File: src/sv/fpba_pkg.sv
package fpba_pkg;

  // table geometry
  localparam int unsigned NUM_BLOCKS = 16;
  localparam int unsigned SIZE_W     = 16;
  localparam int unsigned IDX_W      = $clog2(NUM_BLOCKS);
  localparam int unsigned CNT_W      = 5;
  localparam int unsigned MODE_W     = 2;
  localparam int unsigned CFG_DATA_W = 5;

  // transaction queue between front and back
  localparam int unsigned QUEUE_DEPTH = 4;
  localparam int unsigned QPTR_W      = $clog2(QUEUE_DEPTH);
  localparam int unsigned QCNT_W      = $clog2(QUEUE_DEPTH + 1);

  // configuration register indexes
  localparam logic CFG_FIT_MODE    = 1'b0;
  localparam logic CFG_BLOCK_COUNT = 1'b1;

  // placement policies, the unused code behaves as first fit
  localparam logic [MODE_W-1:0] MODE_FIRST = 2'd0;
  localparam logic [MODE_W-1:0] MODE_BEST  = 2'd1;
  localparam logic [MODE_W-1:0] MODE_WORST = 2'd2;

  // classified operation
  typedef enum logic {
    OP_LOAD    = 1'b0,
    OP_REQUEST = 1'b1
  } op_e;

  typedef struct packed {
    op_e               op;
    logic [IDX_W-1:0]  idx;
    logic [SIZE_W-1:0] size;
  } item_t;

  // queue handshake seen by the back end
  typedef struct packed {
    logic  valid;
    item_t item;
  } qhead_t;

endpackage

File: src/sv/fpba_front.sv
module fpba_front (
  input  logic                  clk_i,
  input  logic                  rst_ni,
  input  logic                  in_valid_i,
  output logic                  in_stall_o,
  input  logic                  req_type_i,
  input  logic [3:0]            block_index_i,
  input  logic [15:0]           size_value_i,
  output logic                  push_o,
  output fpba_pkg::item_t       item_o,
  input  logic                  full_i
);

  logic            valid_q, valid_d;
  fpba_pkg::item_t item_q;
  fpba_pkg::item_t item_cls;
  logic            accept;

  // classify the incoming transaction
  always_comb begin
    item_cls.op   = req_type_i ? fpba_pkg::OP_REQUEST : fpba_pkg::OP_LOAD;
    item_cls.idx  = block_index_i[fpba_pkg::IDX_W-1:0];
    item_cls.size = size_value_i[fpba_pkg::SIZE_W-1:0];
  end

  // hold stage, stalls only when the queue is full
  assign in_stall_o = valid_q && full_i;
  assign accept     = in_valid_i && !in_stall_o;
  assign push_o     = valid_q && !full_i;
  assign item_o     = item_q;

  always_comb begin
    valid_d = valid_q;
    if (accept) begin
      valid_d = 1'b1;
    end else if (push_o) begin
      valid_d = 1'b0;
    end
  end

  always_ff @(posedge clk_i or negedge rst_ni) begin
    if (!rst_ni) begin
      valid_q <= 1'b0;
    end else begin
      valid_q <= valid_d;
    end
  end

  always_ff @(posedge clk_i) begin
    if (accept) begin
      item_q <= item_cls;
    end
  end

endmodule

File: src/sv/fpba_queue.sv
module fpba_queue (
  input  logic             clk_i,
  input  logic             rst_ni,
  input  logic             push_i,
  input  fpba_pkg::item_t  item_i,
  output logic             full_o,
  output fpba_pkg::qhead_t head_o,
  input  logic             pop_i
);

  fpba_pkg::item_t                  mem_q [fpba_pkg::QUEUE_DEPTH];
  logic [fpba_pkg::QPTR_W-1:0]      wr_ptr_q, rd_ptr_q;
  logic [fpba_pkg::QCNT_W-1:0]      count_q;
  logic                             do_push, do_pop;

  assign full_o       = (count_q == fpba_pkg::QCNT_W'(fpba_pkg::QUEUE_DEPTH));
  assign head_o.valid = (count_q != '0);
  assign head_o.item  = mem_q[rd_ptr_q];
  assign do_push      = push_i && !full_o;
  assign do_pop       = pop_i && head_o.valid;

  // pointers and fill count
  always_ff @(posedge clk_i or negedge rst_ni) begin
    if (!rst_ni) begin
      wr_ptr_q <= '0;
      rd_ptr_q <= '0;
      count_q  <= '0;
    end else begin
      if (do_push) begin
        wr_ptr_q <= wr_ptr_q + 1'b1;
      end
      if (do_pop) begin
        rd_ptr_q <= rd_ptr_q + 1'b1;
      end
      if (do_push && !do_pop) begin
        count_q <= count_q + 1'b1;
      end else if (!do_push && do_pop) begin
        count_q <= count_q - 1'b1;
      end
    end
  end

  // entry storage
  always_ff @(posedge clk_i) begin
    if (do_push) begin
      mem_q[wr_ptr_q] <= item_i;
    end
  end

endmodule

File: src/sv/fpba_back.sv
module fpba_back (
  input  logic                            clk_i,
  input  logic                            rst_ni,
  input  logic                            cfg_we_i,
  input  logic                            cfg_index_i,
  input  logic [fpba_pkg::CFG_DATA_W-1:0] cfg_wdata_i,
  input  fpba_pkg::qhead_t                head_i,
  output logic                            pop_o,
  output logic                            out_valid_o,
  input  logic                            out_stall_i,
  output logic                            granted_o,
  output logic [3:0]                      chosen_block_o,
  output logic [15:0]                     space_left_o
);

  typedef enum logic [2:0] {
    ST_IDLE   = 3'b001,
    ST_SCAN   = 3'b010,
    ST_CHARGE = 3'b100
  } state_e;

  state_e                             state_q, state_d;
  logic [fpba_pkg::MODE_W-1:0]        mode_q;
  logic [fpba_pkg::CNT_W-1:0]         count_q;
  logic [fpba_pkg::SIZE_W-1:0]        space_q [fpba_pkg::NUM_BLOCKS];
  logic [fpba_pkg::IDX_W-1:0]         k_q, k_d;
  logic [fpba_pkg::IDX_W-1:0]         pick_q, pick_d;
  logic [fpba_pkg::SIZE_W-1:0]        best_q, best_d;
  logic                               have_q, have_d;
  logic                               out_valid_q, out_valid_d;
  logic                               out_granted_q;
  logic [fpba_pkg::IDX_W-1:0]         out_block_q;
  logic [fpba_pkg::SIZE_W-1:0]        out_space_q;
  logic                               out_load;
  logic [fpba_pkg::CNT_W-1:0]         limit;
  logic [fpba_pkg::SIZE_W-1:0]        room;
  logic [fpba_pkg::SIZE_W-1:0]        remain;
  logic                               fits, better, take, last, first_mode;
  logic                               wr_en;
  logic [fpba_pkg::IDX_W-1:0]         wr_idx;
  logic [fpba_pkg::SIZE_W-1:0]        wr_data;

  // configuration registers
  always_ff @(posedge clk_i or negedge rst_ni) begin
    if (!rst_ni) begin
      mode_q  <= fpba_pkg::MODE_FIRST;
      count_q <= '0;
    end else if (cfg_we_i) begin
      if (cfg_index_i == fpba_pkg::CFG_FIT_MODE) begin
        mode_q <= cfg_wdata_i[fpba_pkg::MODE_W-1:0];
      end else if (cfg_index_i == fpba_pkg::CFG_BLOCK_COUNT) begin
        count_q <= cfg_wdata_i[fpba_pkg::CNT_W-1:0];
      end
    end
  end

  // search limit clamps at the table size
  assign limit = (count_q > fpba_pkg::CNT_W'(fpba_pkg::NUM_BLOCKS))
               ? fpba_pkg::CNT_W'(fpba_pkg::NUM_BLOCKS) : count_q;

  // per-entry compare for the scan
  assign room       = space_q[k_q];
  assign fits       = (room >= head_i.item.size);
  assign first_mode = (mode_q != fpba_pkg::MODE_BEST) && (mode_q != fpba_pkg::MODE_WORST);
  always_comb begin
    case (mode_q)
      fpba_pkg::MODE_BEST:  better = (room < best_q);
      fpba_pkg::MODE_WORST: better = (room > best_q);
      default:              better = 1'b0;
    endcase
  end
  assign take   = fits && (!have_q || better);
  assign last   = ({1'b0, k_q} == (limit - fpba_pkg::CNT_W'(1)));
  assign remain = best_q - head_i.item.size;

  // sequencer
  always_comb begin
    state_d     = state_q;
    k_d         = k_q;
    pick_d      = pick_q;
    best_d      = best_q;
    have_d      = have_q;
    pop_o       = 1'b0;
    out_load    = 1'b0;
    wr_en       = 1'b0;
    wr_idx      = head_i.item.idx;
    wr_data     = head_i.item.size;
    out_valid_d = out_valid_q && out_stall_i;
    case (state_q)
      ST_IDLE: begin
        if (head_i.valid) begin
          if (head_i.item.op == fpba_pkg::OP_LOAD) begin
            wr_en = 1'b1;
            pop_o = 1'b1;
          end else begin
            k_d     = '0;
            pick_d  = '0;
            have_d  = 1'b0;
            state_d = (limit == '0) ? ST_CHARGE : ST_SCAN;
          end
        end
      end
      ST_SCAN: begin
        if (take) begin
          have_d = 1'b1;
          pick_d = k_q;
          best_d = room;
        end
        k_d = k_q + 1'b1;
        if (last || (fits && first_mode)) begin
          state_d = ST_CHARGE;
        end
      end
      ST_CHARGE: begin
        if (!out_valid_q || !out_stall_i) begin
          out_load    = 1'b1;
          out_valid_d = 1'b1;
          wr_en       = have_q;
          wr_idx      = pick_q;
          wr_data     = remain;
          pop_o       = 1'b1;
          state_d     = ST_IDLE;
        end
      end
      default: begin
        state_d = ST_IDLE;
      end
    endcase
  end

  always_ff @(posedge clk_i or negedge rst_ni) begin
    if (!rst_ni) begin
      state_q     <= ST_IDLE;
      out_valid_q <= 1'b0;
      have_q      <= 1'b0;
    end else begin
      state_q     <= state_d;
      out_valid_q <= out_valid_d;
      have_q      <= have_d;
    end
  end

  always_ff @(posedge clk_i) begin
    k_q    <= k_d;
    pick_q <= pick_d;
    best_q <= best_d;
  end

  // free-space table, cleared at reset
  always_ff @(posedge clk_i or negedge rst_ni) begin
    if (!rst_ni) begin
      for (int i = 0; i < fpba_pkg::NUM_BLOCKS; i++) begin
        space_q[i] <= '0;
      end
    end else if (wr_en) begin
      space_q[wr_idx] <= wr_data;
    end
  end

  // result register
  always_ff @(posedge clk_i) begin
    if (out_load) begin
      out_granted_q <= have_q;
      out_block_q   <= have_q ? pick_q : '0;
      out_space_q   <= have_q ? remain : '0;
    end
  end

  assign out_valid_o    = out_valid_q;
  assign granted_o      = out_granted_q;
  assign chosen_block_o = out_block_q;
  assign space_left_o   = out_space_q;

`ifndef SYNTHESIS
  // scan never runs past the clamped count
  assert property (@(posedge clk_i) disable iff (!rst_ni)
    (state_q == ST_SCAN) |-> ({1'b0, k_q} < limit))
    else $error("scan index beyond block count");

  // a new result only comes out of the charge step
  assert property (@(posedge clk_i) disable iff (!rst_ni)
    $rose(out_valid_q) |-> $past(state_q == ST_CHARGE))
    else $error("result raised outside charge step");

  // refused result carries zero index and space
  assert property (@(posedge clk_i) disable iff (!rst_ni)
    (out_valid_q && !out_granted_q) |-> (out_block_q == '0 && out_space_q == '0))
    else $error("refused result with nonzero payload");

  // queue is only popped while it holds a transaction
  assert property (@(posedge clk_i) disable iff (!rst_ni)
    pop_o |-> head_i.valid)
    else $error("pop from empty queue");
`endif

endmodule

File: src/sv/fit_policy_block_allocator_core.sv
// load transaction: held in the front stage, queued, then written to the table by the back end
// request transaction: a setup step, then a scan of one entry per cycle (at most
// block_count, first fit stops at the first fitting entry), then a charge step
// the back end handles one transaction at a time, paced by the serial table scan
// reset is asynchronous active low: free-space table, fit_mode and
// block_count all clear to zero, queue and result register empty
module fit_policy_block_allocator_core (
  input  logic        clk_i,
  input  logic        rst_ni,
  input  logic        cfg_we_i,
  input  logic        cfg_index_i,
  input  logic [4:0]  cfg_wdata_i,
  input  logic        in_valid_i,
  output logic        in_stall_o,
  input  logic        req_type_i,
  input  logic [3:0]  block_index_i,
  input  logic [15:0] size_value_i,
  output logic        out_valid_o,
  input  logic        out_stall_i,
  output logic        granted_o,
  output logic [3:0]  chosen_block_o,
  output logic [15:0] space_left_o
);

  logic             push;
  logic             full;
  logic             pop;
  fpba_pkg::item_t  item;
  fpba_pkg::qhead_t head;

  // accept and classify
  fpba_front u_front (
    .clk_i         (clk_i),
    .rst_ni        (rst_ni),
    .in_valid_i    (in_valid_i),
    .in_stall_o    (in_stall_o),
    .req_type_i    (req_type_i),
    .block_index_i (block_index_i),
    .size_value_i  (size_value_i),
    .push_o        (push),
    .item_o        (item),
    .full_i        (full)
  );

  // transaction queue
  fpba_queue u_queue (
    .clk_i  (clk_i),
    .rst_ni (rst_ni),
    .push_i (push),
    .item_i (item),
    .full_o (full),
    .head_o (head),
    .pop_i  (pop)
  );

  // table, scan and result
  fpba_back u_back (
    .clk_i          (clk_i),
    .rst_ni         (rst_ni),
    .cfg_we_i       (cfg_we_i),
    .cfg_index_i    (cfg_index_i),
    .cfg_wdata_i    (cfg_wdata_i),
    .head_i         (head),
    .pop_o          (pop),
    .out_valid_o    (out_valid_o),
    .out_stall_i    (out_stall_i),
    .granted_o      (granted_o),
    .chosen_block_o (chosen_block_o),
    .space_left_o   (space_left_o)
  );

endmodule

File: config.mk
export PLATFORM = sky130hd
export DESIGN_NAME = fit_policy_block_allocator_core
export DESIGN_NICKNAME = d
export VERILOG_FILES = /design/src/sv/fpba_pkg.sv /design/src/sv/fpba_front.sv /design/src/sv/fpba_queue.sv /design/src/sv/fpba_back.sv /design/src/sv/fit_policy_block_allocator_core.sv
export SDC_FILE = /design/constraint.sdc
export NUM_CORES = 1
export LEC_CHECK = 0
export BUFFER_PORTS_ARGS = -buffer_cell sky130_fd_sc_hd__buf_2
export CORE_MARGIN = 1.5
export CORE_UTILIZATION = 31
export DETAILED_ROUTE_END_ITERATION = 7
export PLACE_DENSITY = 0.51
export SYNTH_ARGS = -nofsm -noshare
export SYNTH_HDL_FRONTEND = slang
export SYNTH_SLANG_ARGS = --single-unit
File: constraint.sdc
create_clock -name clk_i -period 4.4 [get_ports clk_i]
set_input_delay 1.1 -clock clk_i [delete_from_list [all_inputs] [get_ports clk_i]]
set_output_delay 1.1 -clock clk_i [all_outputs]
set_load 0.005 [all_outputs]
==> flow_summary.toml, run 1 <==
[timing]
grt_setup_unrepaired = "true"
min_period_ns = 4.42
max_freq_ghz = 0.226
setup_violations = 1
tightest_slew_ns = 1.20
slew_violations = 0
finClkSkew_ns = 0.0156
fin_crit_sh_pct = 100
relSlewSlack_pct = 19.7
finalWorstSetupSlack_ns = -0.0200
hold_viol_final = 0

[final_layout]
register_area_um2 = 11400
drive_gt1_share_pct = 15.6
fin_cells = 2596
syn_to_final_growth_pct = 14.7
multi_input_area_um2 = 7450
final_area_um2 = 22400
layout.nets = 1813
nFillCells = 6104

[critical_path]
crit_path_cell_trace = "buf_4 -> nor2b_2 -> buf_4 -> a221oi_1 -> a22oi_1 -> nand2_1 -> ha_1 -> a21oi_1 -> o21ai_0 -> a221o_1 -> a31oi_1 -> o41ai_1 -> a21oi_1 -> o22ai_1"
startpoint = "u_back.k_q[1]$_SDFFCE_PN0P_"
crit_fanout = 19
worstReg2RegStart = "u_back.k_q[1]$_SDFFCE_PN0P_"
critical_path_class = "flop to flop"
critical-path-top-delay-family = "compound AO/OA/AOI/OAI gates"
max_stage_delay_ns = 0.65
cp_data_arrival_time_ns = 4.83
worst-path-stages = 14
cp-end-kind = "flop"
path_buf_inv = 2
cp_slowest_cell = "a221oi_1"
start_kind = "flop"
worstPathRequired_ns = 4.81
rr_worst_depth = 14

[floorplanning]
die_area_um2 = 64600
core_um2 = 62100
io_pins = 55
fp-row-count = 91
dieWidth_um = 254
start_util_pct = 31.5
die_h_um = 254

[clock_network]
cts_resized = 0
h-tree-depth = 2
clk_pin_slew_ns = 0.06
cts.path.max_buffers = 3
cts.sinks = 426
clock_latency_ns = 0.58
cts_hold_buf = 0
cts_root_buf = "clkbuf_16"
post_cts_buffers = 0
cts-buffers-inserted = 47
tritoncts = "done"

[drt]
drc = 0
ant_nets = 0
top_layer_used = "met4"
m1WireLength_um = 24100
vias = 12800
wirelength_um = 50700
via_per_inst = 4.94
routed-wl-met3_um = 2080
wl_met2_um = 23400
avgRoutedWirePerCell_um = 19.5
drt-initial-drc-count = 941
dr.pass1.iters = 5

[synth]
synth_area_um2 = 19500
synth-seq-cells = 426
synth_edf_count = 150
ys_warn_count = 0
syn_nets = 1760
syn_avg_cell_area_um2 = 11.7
synth.distinct_cells = 70
ys_seq_area_share_pct = 58.4
ys_async_sr_fraction_pct = 64.8
synthFlopType = "dfrtp_1"
synthCells = 1670

[global_route]
grt_pass1_wl_um = 78600
grt_start_max_net_pins = 118
grt_overflow = 0
grt_use_total_pct = 16.1
antenna_found_initial = 1
first_global_vias = 12900

[placement]
gp_congestion = 0.824
place_inst = 2511
portBuffers = 54
pre_cts_ws_ns = 0.148
dpl.hpwl_um = 32500
post_dp_cell_area_um2 = 20900

[power_and_ir_drop]
seqPwrFrac_pct = 34.4
internal_power_uw = 11200
p_sw_uw = 7340
vdd_drop_max_mv = 0.324
power_uw = 18600
clkPwrFrac_pct = 20.8
sw_frac_of_total_pct = 39.5
leakage_uw = 0.00937
pwr-share-comb_pct = 44.8
power_density_nw_per_um2 = 828

[flow_run]
cap_violations = 0

[outcome]
status = "finished with violations"
violations = "setup timing"

[hold_path]
holdPathStages = 2
min_from = "u_back.space_q[21]$_DFFE_PN0P_"
hold_path.class = "flop to flop"
## power by group through the flow
stage | combinational, uW | clock, uW | sequential (uW)
final | 8330 | 3860 | 6390
after global routing | 9250 | 4130 | 6550
after CTS | 8390 | 3970 | 6390
after detailed placement | 8360 | 0 | 6450
after global placement | 8230 | 0 | 6400
after floorplan | 5850 | 0 | 6220
## logic make-up (layout without fill, tap and decap cells)
group,Yosys count,in the layout,share of synthesized area [%]
AND/OR/NAND/NOR,437,437,9.59
flip-flops,426,426,58.4
AO/OA/AOI/OAI,421,421,12.3
buffers and inverters,158,246,3.65
multiplexers,138,138,10.8
adder cells (fa/ha/maj),58,58,3.79
XOR/XNOR,32,32,1.43
other,0,1,0
## through the flow
| stage | utilization (%) | setup TNS, ns | hold slack (ns) |
|---|---|---|---|
| 6_report | 36.1 | -0.0200 | 0.473 |
| 5_1_grt | 36.1 | -1.68 | 0.490 |
| 4_1_cts | 36.1 | 0 | 0.479 |
| 3_5_place_dp | 33.7 | 0 | 0.465 |
| 3_3_place_gp | 33.7 | 0 | 0.456 |
| 2_1_floorplan | - | 0 | 0.444 |
## per-layer routing
layer	global-route usage, %	vias to the layer above
li1	-	6092
met1	22.4	6444
met2	25.5	219
met3	2.95	63
met4	4.74	0
met5	0	-
## final timing paths
kind | to | slack (ns)
min in group asynchronous | u_back.space_q[29]$_DFFE_PN0P_ | 0.63
hold reg to reg | u_back.space_q[21]$_DFFE_PN0P_ | 0.47
setup reg to reg | u_back.state_q[2]$_DFFE_PN0P_ | -0.02
max in group asynchronous | u_back.space_q[181]$_DFFE_PN0P_ | 2.82
hold / removal | u_back.space_q[21]$_DFFE_PN0P_ | 0.47
setup / recovery | u_back.state_q[2]$_DFFE_PN0P_ | -0.02
## registers in the layout (all words and copies together), names as in the netlist
name                   cells
u_back.mode_q              2
u_queue.rd_ptr_q           2
u_back.space_left_o       16
u_back.space_q           256
u_back.state_q             3
u_queue.count_q            3
u_back.out_valid_o         1
u_back.granted_o           1
u_back.pick_q              4
u_back.k_q                 4
u_queue.mem_q             84
u_front.valid_q            1
u_queue.wr_ptr_q           2
u_back.chosen_block_o      4
u_back.count_q             5
u_front.item_o            21
u_back.best_q             16
u_back.have_q              1
## worst min-delay path: stages (launching register included)
cell,delay [ns]
dfrtp_1,0.34
nand2_1,0.04
o21ai_0,0.06
## Yosys cell counts (all sizes together), types with 4 or more instances
library cell  instances  area (um^2)
mux2i                66          668
nand3                11         55.1
xnor2                22          193
inv                  44          165
o21ai               175          883
nand4                 5         31.3
nand2               191          717
a211oi                4         35.0
o21a                  6         45.0
nor3                  7         45.0
and2                 24          150
xor2                 10         87.6
and3                 10         62.6
mux2                 19          214
or3                   4         25.0
ha                   56          701
edfxtp              150         4500
a31oi                 4         25.0
nor2b                13         81.3
a21o                  7         52.6
dfrtp               275         6880
a221oi               17          155
mux4                 53         1230
buf                  62          352
a21oi               168          871
a22oi                16          120
nand2b                6         37.5
nor2                155          582
clkbuf               50          188
## cell usage in the layout, fill, tap and decap left out, drive strengths merged, types with 4 or more instances in the layout
| master | Yosys | layout |
|---|---|---|
| nand4 | 5 | 5 |
| mux2i | 66 | 66 |
| a21oi | 168 | 168 |
| nand2b | 6 | 6 |
| buf | 62 | 116 |
| nor3 | 7 | 7 |
| edfxtp | 150 | 150 |
| inv | 44 | 45 |
| nor2b | 13 | 13 |
| nand3 | 11 | 11 |
| and3 | 10 | 10 |
| xnor2 | 22 | 22 |
| mux4 | 53 | 53 |
| dfrtp | 275 | 275 |
| clkinv | 2 | 12 |
| mux2 | 19 | 19 |
| o21ai | 175 | 175 |
| xor2 | 10 | 10 |
| a31oi | 4 | 4 |
| or3 | 4 | 4 |
| a22oi | 16 | 16 |
| a21o | 7 | 7 |
| nand2 | 191 | 191 |
| and2 | 24 | 24 |
| nor2 | 155 | 155 |
| a221oi | 17 | 17 |
| o21a | 6 | 6 |
| clkbuf | 50 | 70 |
| a211oi | 4 | 4 |
| ha | 56 | 56 |
## cell type report
cell class / count / area share, %
flip-flops and latches: 426 / 50.9
multi-input cells: 1086 / 33.2
clock buffers: 70 / 6.22
well taps: 837 / 4.67
repair buffers: 116 / 3.66
inverters: 46 / 0.781
clock inverters: 14 / 0.547
diodes: 1 / 0.0112
Note: power is estimated with default switching activity, not from simulation.
==> run 2: changes to the inputs <==
Settings changed: SYNTH_HIERARCHICAL set to 1.
==> run 2 against run 1 <==
The flow now finishes without violations. Clock-buffer cell count shrank 8. Sequential share of layout area shrank 1.2 points. Clock power is essentially flat. Critical path depth shrank 2. Critical path type unchanged.
==> flow_summary.toml, run 2 <==
[outcome]
status = "finished, final reports clean"

[timing]
min_period_ns = 4.12
max_freq_ghz = 0.242
slew_violations = 0
tightest_slew_ns = 1.31
finalWorstSetupSlack_ns = 0.276
tns_ns = 0
setup_violations = 0
hold_viol_final = 0
worst_hold_slack_ns = 0.484
fin_crit_sh_pct = 93.7
grt_setup_unrepaired = "false"
relSlewSlack_pct = 12.4
finClkSkew_ns = 0.0290

[clock_network]
cts.sinks = 426
cts-buffers-inserted = 47
tritoncts = "done"
cts_root_buf = "clkbuf_16"
clk_pin_slew_ns = 0.06
h-tree-depth = 2
cts.path.max_buffers = 3
clock_latency_ns = 0.59
post_cts_buffers = 0

[synth]
ys_async_sr_fraction_pct = 64.8
synth_area_leader_cell = "dfrtp_1"
synth_area_leaders = "dfrtp_1 35%, edfxtp_1 23%, mux4_2 11%"
ys_warn_count = 6
synth.top_cell.area_share_pct = 34.6
syn_nets = 1617
synth.distinct_cells = 76
syn_avg_cell_area_um2 = 13.0
synth_area_um2 = 19900
synthCells = 1527
synth_edf_count = 150
synthFlopType = "dfrtp_1"
ys_seq_area_share_pct = 57.3
ys_top_cells_by_count = "275 x dfrtp_1, 192 x nor2_1, 173 x a21oi_1"
synth-seq-cells = 426
yosysMostFrequentCell = "dfrtp_1"

[critical_path]
cp-end-kind = "flop"
crit_fanout = 27
worstPathRequired_ns = 4.66
critical_path_class = "flop to flop"
cp_data_arrival_time_ns = 4.38
start_kind = "flop"
r2r_slack_ns = 0.28

[drt]
avgRoutedWirePerCell_um = 20.4
drc = 0
ant_nets = 0
via_per_inst = 4.98
drt-initial-drc-count = 792
dr.pass1.iters = 5
vias = 12400
wirelength_um = 50700

[flow_run]
cap_violations = 0

[placement]
portBuffers = 54
pre_cts_ws_ns = 0.305
gp_congestion = 0.849
dpl.hpwl_um = 33800

[final_layout]
top_register = "u_back/space_q"
drive_gt1_share_pct = 25.0
syn_to_final_growth_pct = 15.3
layout_commonest_cell = "dfrtp_1"
layout.nets = 1696
final_cell_mix = "275 x dfrtp_1, 192 x nor2_1, 173 x a21oi_1"
antenna_cells = 0
register_area_um2 = 11400
nFillCells = 6118
largest_reg_flops = 256
multi_input_area_um2 = 7890

[floorplanning]
io_pins = 55
start_util_pct = 31.4
dieWidth_um = 256
fp-row-count = 92
die_h_um = 256
core_um2 = 63300
die_area_um2 = 65700

[power_and_ir_drop]
leakage_uw = 0.00969
vdd_drop_max_mv = 0.357
power_density_nw_per_um2 = 724

[global_route]
grt.busiest_layer = "met2"
grt_pass1_wl_um = 78400
met2_usage_pct = 25.8
grt_util_met3_pct = 2.71
grt_start_max_net_pins = 94
grt_use_total_pct = 15.6
antenna_found_initial = 0
grt_overflow = 0
use_met1_pct = 21.0
first_global_vias = 12800

[hold_path]
hold_path.class = "flop to flop"
run 2: changes by cell type after synthesis, sizes merged, moves of 20 or more:
cell,previous run,this run
nand2,191,77
nor3,7,27
o21ai,175,64
mux2i,66,10
mux4,53,101
nor2,155,192
mux2,19,73
run 2: per-stage QoR:
step           utilization, %  std cells  total power [uW]  cell area, um^2
4_1_cts                  36.3       2489             16800            23000
5_1_grt                  36.3       2489             17700            23000
3_5_place_dp             33.9       2403             12800            21400
2_1_floorplan               -       1527             10700            19900
3_3_place_gp             33.9       2403             12700            21400
6_report                 36.3       2489             16600            23000
run 2: where the power goes:
part           internal [uW]  switching (uW)
Clock                   2250            1630
Sequential              5340             661
Combinational           2910            3830
run 2: repair_timing:
action,CTS,global route
gates resized for setup,0,1
endpoints found under the setup margin,0,12
hold buffers,0,0
endpoints found under the hold margin,0,0
run 2: path summary, 6_finish.rpt:
check,start,end,cells after the start
max,u_back/k_q[0]$_SDFFCE_PN0P_,u_back/best_q[8]$_DFFE_PP_,12
max in group asynchronous,rst_ni,u_back/space_q[133]$_DFFE_PN0P_,2
min reg2reg,u_back/space_q[64]$_DFFE_PN0P_,u_back/space_q[64]$_DFFE_PN0P_,2
min in group asynchronous,rst_ni,u_back/space_q[94]$_DFFE_PN0P_,1
min,u_back/space_q[64]$_DFFE_PN0P_,u_back/space_q[64]$_DFFE_PN0P_,2
max reg2reg,u_back/k_q[0]$_SDFFCE_PN0P_,u_back/best_q[8]$_DFFE_PP_,12
run 2: final cells by class:
type | instances | area share (%)
Clock buffer | 62 | 5.64
Clock inverter | 24 | 0.976
Inverter | 50 | 0.818
Multi-Input combinational cell | 962 | 34.4
Sequential cell | 426 | 49.7
Tap cell | 846 | 4.61
Timing Repair Buffer | 119 | 3.89
run 2: worst max-delay path, stage by stage (launching register included):
cell and delay [ns]:
edfxtp_1 0.46, buf_12 0.27, buf_4 0.20, mux4_2 0.50
mux4_2 0.58, ha_1 0.34, nand4_1 0.12, a211oi_1 0.24
o21ai_0 0.12, o21ai_0 0.30, o21ai_0 0.16, nor2b_1 0.17
buf_4 0.29
run 2: layer usage:
metal | share of wire (%) | up-vias
met2 | 49 | 217
met4 | 2.2 | 0
met3 | 4.3 | 66
met5 | 0 | -
met1 | 45 | 6366
li1 | - | 5752
run 2: logic make-up (layout without fill, tap and decap cells):
| logic type | count (synthesis) | in the layout | share of synthesized area (%) |
|---|---|---|---|
| mux | 184 | 184 | 16.3 |
| compound gates | 310 | 310 | 9.00 |
| fa+ha+maj | 58 | 58 | 3.72 |
| simple gates | 390 | 390 | 9.52 |
| xor+xnor | 20 | 20 | 0.880 |
| flops | 426 | 426 | 57.3 |
| buf+inv | 139 | 255 | 3.24 |
==> run 3: changes to the inputs <==
Settings changed: CORE_UTILIZATION 31 to 54, PLACE_DENSITY 0.51 to 0.77.
==> run 3 against run 2 <==
Sequential share of layout area grew 1.5 points. Design area shrank 2.9%. Global-route usage grew 9.5 points. Utilization grew 25 points. Final cell count shrank 16%. Sequential power is essentially flat. Sequential cell count is the same. Non-clock buffer count shrank 17. Critical path depth is the same. Clock skew shrank 0.018 ns. Critical endpoint is now u_back/best_q[10]$_DFFE_PP_. Highest routed layer unchanged.
==> flow_summary.toml, run 3 (synthesis results as in run 2) <==
[critical_path]
rr_worst_depth = 12
cp-end-kind = "flop"
critical_path_class = "flop to flop"
worstPathRequired_ns = 4.68
start_kind = "flop"
cp_data_arrival_time_ns = 4.37
r2r_slack_ns = 0.31
r2r-end = "u_back/best_q[10]$_DFFE_PP_"
startpoint = "u_back/k_q[0]$_SDFFCE_PN0P_"
worstReg2RegStart = "u_back/k_q[0]$_SDFFCE_PN0P_"
crit_fanout = 33

[hold_path]
whs_endpoint = "u_back/space_q[129]$_DFFE_PN0P_"
holdPathStages = 2
min_from = "u_back/space_q[129]$_DFFE_PN0P_"
hold_path.class = "flop to flop"

[floorplanning]
start_util_pct = 54.6
io_pins = 55
fp-row-count = 70
dieWidth_um = 195
die_h_um = 195
die_area_um2 = 38000
core_um2 = 36400

[placement]
gp_congestion = 0.916
post_dp_cell_area_um2 = 20800
dpl.hpwl_um = 30700
place_inst = 2008
portBuffers = 54

[power_and_ir_drop]
leakage_uw = 0.00960
power_density_nw_per_um2 = 740
vdd_drop_max_mv = 0.317

[clock_network]
cts_root_buf = "clkbuf_16"
post_cts_buffers = 0
cts_hold_buf = 0
cts.sinks = 426
cts.path.max_buffers = 3
clock_latency_ns = 0.55
tritoncts = "done"
cts_resized = 0
h-tree-depth = 2
cts-buffers-inserted = 45
clk_pin_slew_ns = 0.06

[drt]
dr.pass1.iters = 5
ant_nets = 0
via_per_inst = 6.15
wirelength_um = 46700
drc = 0
drt-initial-drc-count = 1117
vias = 12800
avgRoutedWirePerCell_um = 22.3

[final_layout]
layout_commonest_cell = "dfrtp_1"
fin_cells = 2089
drive_gt1_share_pct = 24.1
final_util_pct = 61.2
largest_reg_flops = 256
multi_input_area_um2 = 7880
antenna_cells = 0
layout.nets = 1677
register_area_um2 = 11400
top_register = "u_back/space_q"
final_cell_mix = "275 x dfrtp_1, 192 x nor2_1, 173 x a21oi_1"
syn_to_final_growth_pct = 12.0
nFillCells = 2685
final_area_um2 = 22300

[timing]
hold_viol_final = 0
relSlewSlack_pct = 15.2
finClkSkew_ns = 0.0106
min_period_ns = 4.09
tns_ns = 0
grt_setup_unrepaired = "false"
setup_violations = 0
fin_crit_sh_pct = 92.9
slew_violations = 0
tightest_slew_ns = 1.27
max_freq_ghz = 0.245

[global_route]
grt_pass1_wl_um = 73100
grt_overflow = 0
first_global_vias = 12900
grt_use_total_pct = 25.1
grt_start_max_net_pins = 93
antenna_found_initial = 0

[flow_run]
cap_violations = 0

[outcome]
status = "finished, final reports clean"
-- run 3: cell count changes in the layout (fill, tap and decap cells not counted), sizes merged --
cell and delta:
bufinv +1, clkbuf -2, buf -17, clkinv -3, clkinvlp -1
-- run 3: worst max-delay path by stage --
stage	to	slack, ns	cells past startpoint
final	u_back/best_q[10]$_DFFE_PP_	0.31	12
after global placement	u_back/best_q[12]$_DFFE_PP_	0.30	12
after CTS	u_back/best_q[5]$_DFFE_PP_	0.34	12
after floorplan	u_back/best_q[0]$_DFFE_PP_	0.04	10
after global routing	u_back/space_q[239]$_DFFE_PN0P_	0.03	10
after detailed placement	u_back/best_q[10]$_DFFE_PP_	0.37	12
-- run 3: power breakdown --
part	internal, uW	total, uW	switching [uW]
sequential	5340	6010	673
combinational	2810	6660	3850
clock	2290	3830	1540
total	10400	16500	6060
-- run 3: cell type report --
type	count	area share, %
multi-input cells	962	35.3
repair buffers	102	3.27
well taps	468	2.63
clock inverters	21	0.987
clock buffers	60	5.76
inverters	50	0.842
flip-flops and latches	426	51.2
-- run 3: worst max-delay path: stages, from the launching register on --
cell	delay [ns]
edfxtp_1	0.56
buf_12	0.32
mux4_2	0.56
mux4_2	0.60
inv_1	0.15
ha_1	0.23
nand2b_1	0.16
a211oi_1	0.29
o211a_1	0.21
o21ai_0	0.15
o21ai_0	0.25
nor2b_1	0.07
buf_4	0.22
-- run 3: layer usage --
layer	share of wire (%)	vias up	GRT usage, %	wire length [um]
met5	0	-	0	0
met4	3.3	0	9.24	1560
met3	6.3	107	3.54	2930
met2	50	480	41.3	23100
met1	41	6560	34.3	19000
li1	-	5699	-	-
-- run 3: stage by stage --
| step | total power, uW | hold WS, ns | worst slack (ns) |
|---|---|---|---|
| global placement | 12400 | 0.457 | 0.302 |
| floorplan | 10700 | 0.445 | 0.0399 |
| global route | 17400 | 0.502 | 0.0338 |
| CTS | 16500 | 0.478 | 0.338 |
| detailed placement | 12600 | 0.465 | 0.370 |
| finish | 16500 | 0.479 | 0.312 |
